==> config.mk <==
export PLATFORM = sky130hd
export DESIGN_NAME = ip_fragment_reassembly_tracker
export DESIGN_NICKNAME = d
export VERILOG_FILES = /design/src/sv/ifr_pkg.sv /design/src/sv/ifr_slot_mem.sv /design/src/sv/ifr_slot_unit.sv /design/src/sv/ip_fragment_reassembly_tracker.sv
export SDC_FILE = /design/constraint.sdc
export NUM_CORES = 2
export LEC_CHECK = 0
export BUFFER_PORTS_ARGS = -buffer_cell sky130_fd_sc_hd__buf_2
export CAP_MARGIN = 15
export CORE_ASPECT_RATIO = 0.9
export CORE_UTILIZATION = 35
export CTS_BUF_LIST = sky130_fd_sc_hd__clkbuf_4 sky130_fd_sc_hd__clkbuf_8
export DETAILED_ROUTE_END_ITERATION = 8
export PLACE_DENSITY = 0.62
export SYNTH_ARGS = -nofsm -noshare
export SYNTH_HDL_FRONTEND = slang
export SYNTH_SLANG_ARGS = --single-unit
==> constraint.sdc <==
create_clock -name clk -period 12 [get_ports clk]
set_input_delay 1.2 -clock clk [delete_from_list [all_inputs] [get_ports clk]]
set_output_delay 1.2 -clock clk [all_outputs]
set_load 0.005 [all_outputs]
==> src/sv/ifr_pkg.sv <==
package ifr_pkg;

  localparam int SLOTS_DEF = 16;
  localparam logic [15:0] TIMEOUT_RST = 16'd30;

  localparam logic [1:0] ST_WAIT     = 2'd0;
  localparam logic [1:0] ST_UNFRAG   = 2'd1;
  localparam logic [1:0] ST_COMPLETE = 2'd2;
  localparam logic [1:0] ST_FULL     = 2'd3;

  localparam logic [16:0] RECV_MAX   = 17'h1FFFF;
  localparam logic [17:0] TOTAL_NONE = 18'h3FFFF;

  typedef struct packed {
    logic [15:0] ident;
    logic [7:0]  proto;
    logic [31:0] src;
    logic [31:0] dst;
  } ifr_key_t;

  typedef struct packed {
    ifr_key_t    key;
    logic [16:0] received;
    logic [17:0] total;
    logic [31:0] stamp;
  } ifr_rec_t;

  typedef struct packed {
    logic        stale;
    logic        match;
    logic        complete;
    logic [17:0] total;
  } ifr_eval_t;

  typedef enum logic [2:0] {
    S_IDLE,
    S_RD,
    S_CMP,
    S_UPD,
    S_OUT
  } ifr_state_t;

endpackage

==> src/sv/ifr_slot_mem.sv <==
module ifr_slot_mem
  import ifr_pkg::*;
#(
  parameter int DEPTH = SLOTS_DEF,
  parameter int AW    = 4
) (
  input  logic          clk,
  input  logic          rd_en,
  input  logic [AW-1:0] rd_addr,
  output ifr_rec_t      rd_data,
  input  logic          wr_en,
  input  logic [AW-1:0] wr_addr,
  input  ifr_rec_t      wr_data
);

  ifr_rec_t mem [DEPTH];
  ifr_rec_t rd_data_r;

  always_ff @(posedge clk) begin
    if (wr_en) begin
      mem[wr_addr] <= wr_data;
    end
  end

  always_ff @(posedge clk) begin
    if (rd_en) begin
      rd_data_r <= mem[rd_addr];
    end
  end

  assign rd_data = rd_data_r;

endmodule

==> src/sv/ifr_slot_unit.sv <==
module ifr_slot_unit
  import ifr_pkg::*;
(
  input  ifr_rec_t    rec,
  input  logic        rekey,
  input  ifr_key_t    key,
  input  logic [31:0] now,
  input  logic [15:0] timeout,
  input  logic [15:0] offset,
  input  logic [15:0] plen,
  input  logic        mf,
  output ifr_eval_t   eval,
  output ifr_rec_t    new_rec
);

  ifr_rec_t    base;
  logic [31:0] age;
  logic [17:0] recv_sum;

  always_comb begin
    age        = now - rec.stamp;
    eval.stale = age > {16'd0, timeout};
    eval.match = rec.key == key;

    if (rekey) begin
      base.key      = key;
      base.received = '0;
      base.total    = TOTAL_NONE;
      base.stamp    = now;
    end else begin
      base = rec;
    end

    new_rec  = base;
    recv_sum = {1'b0, base.received} + {2'd0, plen};
    new_rec.received = recv_sum[17] ? RECV_MAX : recv_sum[16:0];
    if (!mf) begin
      new_rec.total = {2'd0, offset} + {2'd0, plen};
    end

    eval.total    = new_rec.total;
    eval.complete = (new_rec.total != '0) && !new_rec.total[17] &&
                    ({1'b0, new_rec.received} >= new_rec.total);
  end

endmodule

==> src/sv/ip_fragment_reassembly_tracker.sv <==
// Steps: an unfragmented packet goes from S_IDLE straight to S_OUT; a fragment
// walks the used slots (S_RD, S_CMP per slot), then S_UPD unless full, then S_OUT.
// One word at a time: the next word is taken the cycle after the result
// loads, and loading waits while a result not yet taken by out_ready holds
// the result register. The walk reads each slot record in S_RD, checks it in S_CMP.
// Reset (rst_n low, synchronous): no slots in use, timeout 30 s, outputs idle.
module ip_fragment_reassembly_tracker
  import ifr_pkg::*;
#(
  parameter int SLOTS = SLOTS_DEF
) (
  input  logic        clk,
  input  logic        rst_n,
  input  logic        cfg_wr_en,
  input  logic [15:0] cfg_wr_data,
  input  logic        in_valid,
  output logic        in_ready,
  input  logic [15:0] in_ident,
  input  logic [7:0]  in_proto,
  input  logic [31:0] in_source_addr,
  input  logic [31:0] in_dest_addr,
  input  logic [15:0] in_flags_and_offset,
  input  logic [3:0]  in_header_words,
  input  logic [15:0] in_total_length,
  input  logic [31:0] in_now_seconds,
  output logic        out_valid,
  input  logic        out_ready,
  output logic [1:0]  out_status,
  output logic [3:0]  out_slot_index,
  output logic [15:0] out_write_offset,
  output logic [15:0] out_payload_length,
  output logic [16:0] out_delivered_length
);

  localparam int IDX_W = (SLOTS > 1) ? $clog2(SLOTS) : 1;
  localparam int CNT_W = $clog2(SLOTS + 1);

  ifr_state_t state_r, state_nxt;

  logic [15:0]      timeout_r;
  logic [CNT_W-1:0] used_r, used_nxt;
  logic [IDX_W-1:0] idx_r, idx_nxt;
  logic             rekey_r, rekey_nxt;
  ifr_key_t         key_r;
  logic [31:0]      now_r;
  logic [15:0]      offset_r;
  logic [15:0]      plen_r;
  logic             mf_r;
  logic [1:0]       status_r, status_nxt;
  logic [16:0]      deliv_r, deliv_nxt;

  logic             out_valid_r;
  logic [1:0]       out_status_r;
  logic [3:0]       out_slot_r;
  logic [15:0]      out_offset_r;
  logic [15:0]      out_plen_r;
  logic [16:0]      out_deliv_r;

  logic        accept;
  logic [15:0] in_offset;
  logic        in_mf;
  logic [5:0]  in_hlen;
  logic [15:0] in_plen;
  logic        in_unfrag;

  logic      mem_rd_en;
  logic      mem_wr_en;
  logic      out_load;
  ifr_rec_t  rd_rec;
  ifr_rec_t  new_rec;
  ifr_rec_t  wr_rec;
  ifr_eval_t eval;
  logic      last_slot;
  logic      table_full;

  assign accept    = in_valid && in_ready;
  assign in_offset = {in_flags_and_offset[12:0], 3'b000};
  assign in_mf     = in_flags_and_offset[13];
  assign in_hlen   = {in_header_words, 2'b00};
  assign in_plen   = (in_total_length > {10'd0, in_hlen}) ?
                     (in_total_length - {10'd0, in_hlen}) : 16'd0;
  assign in_unfrag = !in_mf && (in_offset == 16'd0);

  assign last_slot  = (CNT_W'(idx_r) + CNT_W'(1)) == used_r;
  assign table_full = used_r == CNT_W'(SLOTS);

  ifr_slot_mem #(
    .DEPTH (SLOTS),
    .AW    (IDX_W)
  ) u_mem (
    .clk     (clk),
    .rd_en   (mem_rd_en),
    .rd_addr (idx_r),
    .rd_data (rd_rec),
    .wr_en   (mem_wr_en),
    .wr_addr (idx_r),
    .wr_data (wr_rec)
  );

  ifr_slot_unit u_unit (
    .rec     (rd_rec),
    .rekey   (rekey_r),
    .key     (key_r),
    .now     (now_r),
    .timeout (timeout_r),
    .offset  (offset_r),
    .plen    (plen_r),
    .mf      (mf_r),
    .eval    (eval),
    .new_rec (new_rec)
  );

  assign wr_rec = eval.complete ? '0 : new_rec;

  // next state
  always_comb begin
    state_nxt = state_r;
    unique case (state_r)
      S_IDLE: begin
        if (accept) begin
          if (in_unfrag) begin
            state_nxt = S_OUT;
          end else if (used_r == '0) begin
            state_nxt = S_UPD;
          end else begin
            state_nxt = S_RD;
          end
        end
      end
      S_RD:  state_nxt = S_CMP;
      S_CMP: begin
        if (eval.stale || eval.match) begin
          state_nxt = S_UPD;
        end else if (last_slot) begin
          state_nxt = table_full ? S_OUT : S_UPD;
        end else begin
          state_nxt = S_RD;
        end
      end
      S_UPD: state_nxt = S_OUT;
      S_OUT: begin
        if (out_load) begin
          state_nxt = S_IDLE;
        end
      end
      default: state_nxt = S_IDLE;
    endcase
  end

  // state outputs
  always_comb begin
    in_ready  = 1'b0;
    mem_rd_en = 1'b0;
    mem_wr_en = 1'b0;
    out_load  = 1'b0;
    unique case (state_r)
      S_IDLE: in_ready  = 1'b1;
      S_RD:   mem_rd_en = 1'b1;
      S_CMP:  ;
      S_UPD:  mem_wr_en = 1'b1;
      S_OUT:  out_load  = !out_valid_r || out_ready;
      default: ;
    endcase
  end

  // walk datapath
  always_comb begin
    used_nxt   = used_r;
    idx_nxt    = idx_r;
    rekey_nxt  = rekey_r;
    status_nxt = status_r;
    deliv_nxt  = deliv_r;
    case (state_r)
      S_IDLE: begin
        if (accept) begin
          idx_nxt    = '0;
          rekey_nxt  = 1'b0;
          status_nxt = in_unfrag ? ST_UNFRAG : ST_WAIT;
          deliv_nxt  = in_unfrag ? {1'b0, in_plen} : 17'd0;
          if (!in_unfrag && used_r == '0) begin
            rekey_nxt = 1'b1;
            used_nxt  = used_r + CNT_W'(1);
          end
        end
      end
      S_CMP: begin
        if (eval.stale) begin
          rekey_nxt = 1'b1;
        end else if (eval.match) begin
          rekey_nxt = 1'b0;
        end else if (last_slot) begin
          if (table_full) begin
            status_nxt = ST_FULL;
            idx_nxt    = '0;
          end else begin
            rekey_nxt = 1'b1;
            idx_nxt   = IDX_W'(used_r);
            used_nxt  = used_r + CNT_W'(1);
          end
        end else begin
          idx_nxt = idx_r + IDX_W'(1);
        end
      end
      S_UPD: begin
        if (eval.complete) begin
          status_nxt = ST_COMPLETE;
          deliv_nxt  = eval.total[16:0];
        end
      end
      default: ;
    endcase
  end

  always_ff @(posedge clk) begin
    if (!rst_n) begin
      state_r     <= S_IDLE;
      timeout_r   <= TIMEOUT_RST;
      used_r      <= '0;
      out_valid_r <= 1'b0;
    end else begin
      state_r <= state_nxt;
      used_r  <= used_nxt;
      if (cfg_wr_en) begin
        timeout_r <= cfg_wr_data;
      end
      if (out_load) begin
        out_valid_r <= 1'b1;
      end else if (out_ready) begin
        out_valid_r <= 1'b0;
      end
    end
  end

  always_ff @(posedge clk) begin
    idx_r    <= idx_nxt;
    rekey_r  <= rekey_nxt;
    status_r <= status_nxt;
    deliv_r  <= deliv_nxt;
    if (accept) begin
      key_r    <= '{ident: in_ident, proto: in_proto,
                    src: in_source_addr, dst: in_dest_addr};
      now_r    <= in_now_seconds;
      offset_r <= in_offset;
      plen_r   <= in_plen;
      mf_r     <= in_mf;
    end
    if (out_load) begin
      out_status_r <= status_r;
      out_slot_r   <= (status_r == ST_UNFRAG) ? 4'd0 : 4'(idx_r);
      out_offset_r <= offset_r;
      out_plen_r   <= plen_r;
      out_deliv_r  <= deliv_r;
    end
  end

  assign out_valid            = out_valid_r;
  assign out_status           = out_status_r;
  assign out_slot_index       = out_slot_r;
  assign out_write_offset     = out_offset_r;
  assign out_payload_length   = out_plen_r;
  assign out_delivered_length = out_deliv_r;

  a_used_bound: assert property (@(posedge clk) disable iff (!rst_n)
    used_r <= CNT_W'(SLOTS))
    else $error("slot count beyond table size");

  a_full_only_when_full: assert property (@(posedge clk) disable iff (!rst_n)
    out_load && status_r == ST_FULL |-> table_full)
    else $error("table full reported with free slots");

  a_unfrag_len: assert property (@(posedge clk) disable iff (!rst_n)
    out_valid && out_status == ST_UNFRAG |->
      out_delivered_length == {1'b0, out_payload_length})
    else $error("unfragmented length mismatch");

  a_busy_after_accept: assert property (@(posedge clk) disable iff (!rst_n)
    accept |=> !in_ready)
    else $error("ready while a word is in flight");

endmodule

# ---- Word-level counts from Yosys, hierarchy flattened
# Memories as Yosys holds them, arrays and structs flattened. A register that Yosys moved wholly into a read port is not among the register bits.
# Cells that the tools add are included.
dict set report classes {
  addsub 7
  n_reduce_logical 25
  n_mux 53
  eq_ne 19
  magnitude_cmp 3
}
# op count
set op_table {}
lappend op_table {{2-to-1 mux 155 bit} 2}
lappend op_table {{== test 88 bit} 1}
lappend op_table {{2-to-1 mux 17 bit} 3}
lappend op_table {{one-hot mux 17 bit (2 select lines)} 1}
lappend op_table {{> comparator 32 x 16 -> 1 bit} 1}
lappend op_table {{2-to-1 mux 16 bit} 2}
lappend op_table {{subtractor 32 bit} 1}
lappend op_table {{2-to-1 mux 5 bit} 6}
lappend op_table {{2-to-1 mux 4 bit} 5}
lappend op_table {{adder 17 x 16 -> 18 bit} 1}
lappend op_table {{>= comparator 17 x 18 -> 1 bit} 1}
lappend op_table {{2-to-1 mux 18 bit} 1}
lappend op_table {{2-to-1 mux 3 bit} 6}
lappend op_table {{inequality test 2 bit (second input constant)} 9}
lappend op_table {{nonzero test 18 bit} 1}
lappend op_table {{adder 16 x 16 -> 17 bit} 1}
lappend op_table {{> comparator 16 x 6 -> 1 bit} 1}
lappend op_table {{logical NOT 16 bit} 1}
lappend op_table {{subtractor 16 x 6 -> 16 bit} 1}
lappend op_table {{2-to-1 mux 1 bit} 15}
lappend op_table {{one-hot mux 3 bit (5 select lines)} 1}
lappend op_table {{2-to-1 mux 2 bit} 7}
lappend op_table {{AND reduction 7 bit} 2}
lappend op_table {{one-hot mux 5 bit (2 select lines)} 1}
lappend op_table {{23 further kinds} 36}
dict set report totals {
  output_inout_bits 57
  inputBits 177
  ram_bits 2480
  word_cells 129
  mem_count 1
  ff_bits 251
}
# memory depth word_bits read_ports rd_ports_with_merged_regs write_ports line_no
set mem_list {}
lappend mem_list {u_mem.mem 16 155 1 1 1 ifr_slot_mem.sv:16} ;# ifr_rec_t mem [DEPTH];

# ---- Logic depth before layout (Yosys ltp)
dict set report depth {
  word_depth 7
  ltp_mapped 28
  depth_no_buf 22
}

# ---- Hierarchy
# A second synthesis with hierarchy kept.
dict set report unflattened {
  hier_cells 5714
  hier_area_um2 114990.3
}
# mod seq_area_each_um2 instances area_each_um2 cells_per_inst
set by_module_without_submodules {}
lappend by_module_without_submodules {ifr_slot_mem 79125.9 1 97901.4 4062}
lappend by_module_without_submodules {ip_fragment_reassembly_tracker 7287.0 1 10002.1 672}
lappend by_module_without_submodules {ifr_slot_unit 0.0 1 7086.8 980}

# ---- Least setup slack after synthesis
# No wires, ideal clock.
dict set report synth_timing {
  path_type {register to register}
  startpoint {register state_r[0]}
  endpoint {register u_mem.rd_data[0] (netlist name)}
  setup_ps 862
  path_buffers 1
  arrival_ps 11223
  required_time_ps 11138
  path_slack_ps -85
  synth_period_minus_slack_ps 12085
  stages_incl_launch_ff 4
  path_cell_list {dfxtp_1 > clkbuf_1 > inv_1 > nor3_1}
}
dict set report synth_via {
  elab_chain_len 2
}
# item line_no
set synth_rtl {}
lappend synth_rtl {{start, declared} ip_fragment_reassembly_tracker.sv:38} ;# ifr_state_t state_r, state_nxt;
lappend synth_rtl {{start signal, assigned} ip_fragment_reassembly_tracker.sv:221} ;# state_r <= state_nxt;
lappend synth_rtl {{== test 3 x 1 -> 1 bit} ip_fragment_reassembly_tracker.sv:156} ;# unique case (state_r)
lappend synth_rtl {{2-to-1 mux 1 bit} ip_fragment_reassembly_tracker.sv:156}
# Every way passes these cells.
# A chain may end at the register's enable or synchronous reset.

# ---- Final worst setup path
dict set report layout_timing {
  startpoint {register rekey_r}
  endpoint {register deliv_r[7], enable pin}
}
dict set report layout_via {
  elab_chain_len 7
  word_cells_on_any_way 11
  cone_classes {add/sub (1); order compare (1); eq/ne (1); mux (3); reduce/logical (5)}
}
# item line_no
set layout_rtl {}
lappend layout_rtl {{start, declared} ip_fragment_reassembly_tracker.sv:43} ;# logic rekey_r, rekey_nxt;
lappend layout_rtl {{start signal, assigned} ip_fragment_reassembly_tracker.sv:236} ;# rekey_r <= rekey_nxt;
lappend layout_rtl {{2-to-1 mux 155 bit *} ifr_slot_unit.sv:25} ;# if (rekey) begin
lappend layout_rtl {{adder 17 x 16 -> 18 bit / 2-to-1 mux 18 bit (equally long branches)} {ifr_slot_unit.sv:35, ifr_slot_unit.sv:37}}
lappend layout_rtl {{2-to-1 mux 17 bit (tied with other cells)} ifr_slot_unit.sv:36} ;# new_rec.received = recv_sum[17] ? RECV_MAX : recv_sum[16:0];
lappend layout_rtl {{>= comparator 17 x 18 -> 1 bit / logical AND 1 bit (equally long branches)} {ifr_slot_unit.sv:43, ifr_slot_unit.sv:42}}
lappend layout_rtl {{logical AND 1 bit *} ifr_slot_unit.sv:42} ;# eval.complete = (new_rec.total != '0) && !new_rec.total[17] &&
lappend layout_rtl {{inequality test 2 bit (no line) *} --}
lappend layout_rtl {{AND reduction 3 bit (no line) *} --}
lappend layout_rtl {{end signal, assigned} ip_fragment_reassembly_tracker.sv:238} ;# deliv_r <= deliv_nxt;
lappend layout_rtl {{end, declared} ip_fragment_reassembly_tracker.sv:50} ;# logic [16:0] deliv_r, deliv_nxt;
# Mark *: on every way between the ends. The rest lies on a longest branch, timed or not.

==> out/results.txt <==
Startpoint Class: flip-flop
Initial antenna violation count: 23
CP startpoint: rekey_r
RSZ-0062 raised after global routing: false
Remaining design rule violation count: 0
Hold path startpoint: in_ident[15]
Synthesized instance count: 5185
Crit share post-route: 0.663
Worst Hold Class: primary input to flip-flop
Post-route ant nets: 0
Die width: 603 µm
CTS tree: built
Mapped Area: 0.114 mm²
GR Util All Layers: 0.171
Top post-synthesis cells by area: edfxtp_1 76%, mux4_2 15%, mux2i_1 1.2%
Maximum vdd drop: 256 µV
Bufs on Longest Clock Path: 4
Gates resized, CTS repair: 0
Finished Cell Area: 0.129 mm²
Most frequent cells in the layout: 2861 x edfxtp_1, 775 x mux4_2, 452 x clkbuf_8, 228 x buf_2, 218 x nor2_1
Drt total wl: 285 mm
Slew headroom: 0.0760
Vias in the first global route: 56777
Critical path data arrival time: 8.65 ns
CTS root buf: clkbuf_8
Port Buffers: 228
Most common cell after layout, fill and taps aside: edfxtp_1
H-tree levels: 5
Routability cong.: 0.833
Placed inst area: 0.120 mm²
Setup TNS: 0 ns
Worst slew pin tran: 1.39 ns
Minimum clock period: 7.95 ns
Vias: 55129
Number of CTS-inserted buffers: 450
Total core area: 0.323 mm²
Drt pass-1 iters: 5
Reg-to-Reg Start: rekey_r
Final hold viol count: 0
Yosys top cell area share: 0.756
Max-cap violations: 0
Vias per Instance: 5.31
Yosys warns: 0
Post-synth cell types: 79
Fin nets: 6014
Post-CTS Hold Buffers: 0
First-pass GRT wire length: 405 mm
Detailed Place HPWL: 149 mm
Ys async rst share: 0
Post-synth EDFFs: 2861
Skew final: 0.0691 ns
Final Max Tran Viols: 0
Avg Cell Area, Syn: 21.9 µm²
Initial core utilization: 0.352
Required @ worst endpoint: 12.70 ns
Site Rows: 198
Setup crit end kind: flip-flop
Clock slew at reported path FFs: 0.06 ns
Power Dens Cells: 241 mW/mm²
LEAKAGE: 0.0415 µW
Boundary Pins: 234
Area grow syn2layout: 13.7%
Mean routed wirelength per cell: 27.4 µm
Leading register cell type out of synthesis: edfxtp_1
Post-CTS setup buffer count: 0
Finished Layout Cells: 10385
Die H: 543 µm
Seq/Total Area, Yosys: 0.761
Setup Viol. Count Final: 0
Outcome: finished clean
Worst Setup Path Type: flip-flop to flip-flop
Remaining global-route overflow: 0
Share of cells above drive strength 1: 0.304
Fin Hold WS: 0.279 ns
Clk_lat worst skew: 1.09 ns
Die area: 0.327 mm²
Max Clk Rate: 0.126 GHz
Initial detailed-routing violation count: 6079
Largest net degree at the start of global routing: 166
Worst Path Max Fanout: 42
Synth area leader: edfxtp_1
Placed Cells: 9576
Sink Count: 2886
Fill cells: 28438
Synth Register Bits: 2886
[cell usage after synthesis (11+ instances only)]
cell type / count
a211oi_1: 15
a21o_1: 29
a21oi_1: 71
and2_1: 40
buf_1: 55
buf_2: 13
clkbuf_1: 162
dfxtp_1: 25
edfxtp_1: 2861
ha_1: 103
inv_1: 90
mux2i_1: 134
mux4_2: 775
nand2_1: 72
nand2b_1: 24
nand3_1: 21
nand4_1: 29
nor2_1: 218
nor2b_1: 29
nor3_1: 29
nor4_1: 26
o211ai_1: 17
o21a_1: 16
o21ai_0: 44
o22ai_1: 11
xnor2_1: 77
xor2_1: 64
[final timing paths]
check                                                to  slack, ns  cells after the start
worst max register to register               deliv_r[7]       4.05                     26
worst min register to register  out_delivered_length[3]       0.42                      0
worst min-delay path                          key_r[87]       0.28                      1
worst max-delay path                         deliv_r[7]       4.05                     26
[report_power, final]
group	internal, µW	leakage [µW]	switching, µW
registers	14500	0.0261	350
logic	2630	0.0107	5440
clock network	4370	0.00468	3850
[cell families (layout without fill, tap and decap cells)]
kind of cell	Yosys count	after routing	share of synthesized area
and+or+nand+nor	531	531	0.0229
buffers and inverters	325	1220	0.0110
adders and majority gates	107	107	0.0120
DFF	2886	2886	0.761
other	1	6	0.0000330
muxes	913	913	0.166
xor gates and xnor gates	141	141	0.0109
AOI/OAI and AO/OA	281	281	0.0168
[flip-flops by register name, summed over array words and instances (netlist names), 2 cells and up]
register              flops
out_delivered_length     17
out_slot_index            4
timeout_r                16
u_mem.rd_data           155
out_status                2
plen_r                   16
used_r                    5
u_mem.mem              2480
out_write_offset         13
status_r                  2
key_r                    88
now_r                    32
offset_r                 13
state_r                   3
idx_r                     4
out_payload_length       16
deliv_r                  17
[area by class of cell]
cell class	instances	area (µm²)	area share
tap	4300	5380	0.0416
sequential	2886	86400	0.669
antenna	3	7.51	0.0000581
inverter	92	360	0.00279
clock buffer	613	7430	0.0575
timing repair buffer	324	2100	0.0162
multi-input combinational	1976	26100	0.202
clock inverter	191	1440	0.0112
[layer usage]
layer | vias to the layer above | GRT usage | wire length (µm)
met2 | 2322 | 0.278 | 137000
li1 | 22868 | - | -
met3 | 454 | 0.0371 | 22600
met5 | - | 0 | 139
met4 | 22 | 0.0510 | 7520
met1 | 29463 | 0.230 | 117000
[worst max-delay path: stages, from the launching register on]
cell and delay [ns]:
edfxtp_1 0.35, buf_4 0.47, buf_4 0.75, nor2b_1 0.12, ha_1 0.41, a21o_1 0.13
a21o_1 0.10, a41o_1 0.16, nor3b_1 0.25, o21ai_0 0.16, a211oi_1 0.56, a22o_1 0.46
nor2_1 0.13, ha_1 0.30, nand2b_1 0.10, a21o_1 0.11, a21o_1 0.12, a211oi_1 0.08
o211ai_1 0.23, a21oi_1 0.12, o41ai_2 0.40, buf_4 0.28, o31a_2 0.44, buf_4 0.64
a21oi_1 0.17, a21oi_2 0.17, buf_4 0.31
[stage by stage]
| step | util | total power [µW] | setup slack, ns |
|---|---|---|---|
| 3_3_place_gp | 0.372 | 22700 | 4.15 |
| 6_report | 0.400 | 31100 | 4.05 |
| 2_1_floorplan | - | 20200 | 4.77 |
| 4_1_cts | 0.400 | 31300 | 4.18 |
| 3_5_place_dp | 0.372 | 23100 | 4.25 |
| 5_1_grt | 0.400 | 32400 | 3.80 |
Note: power is estimated with default switching activity, not from simulation.
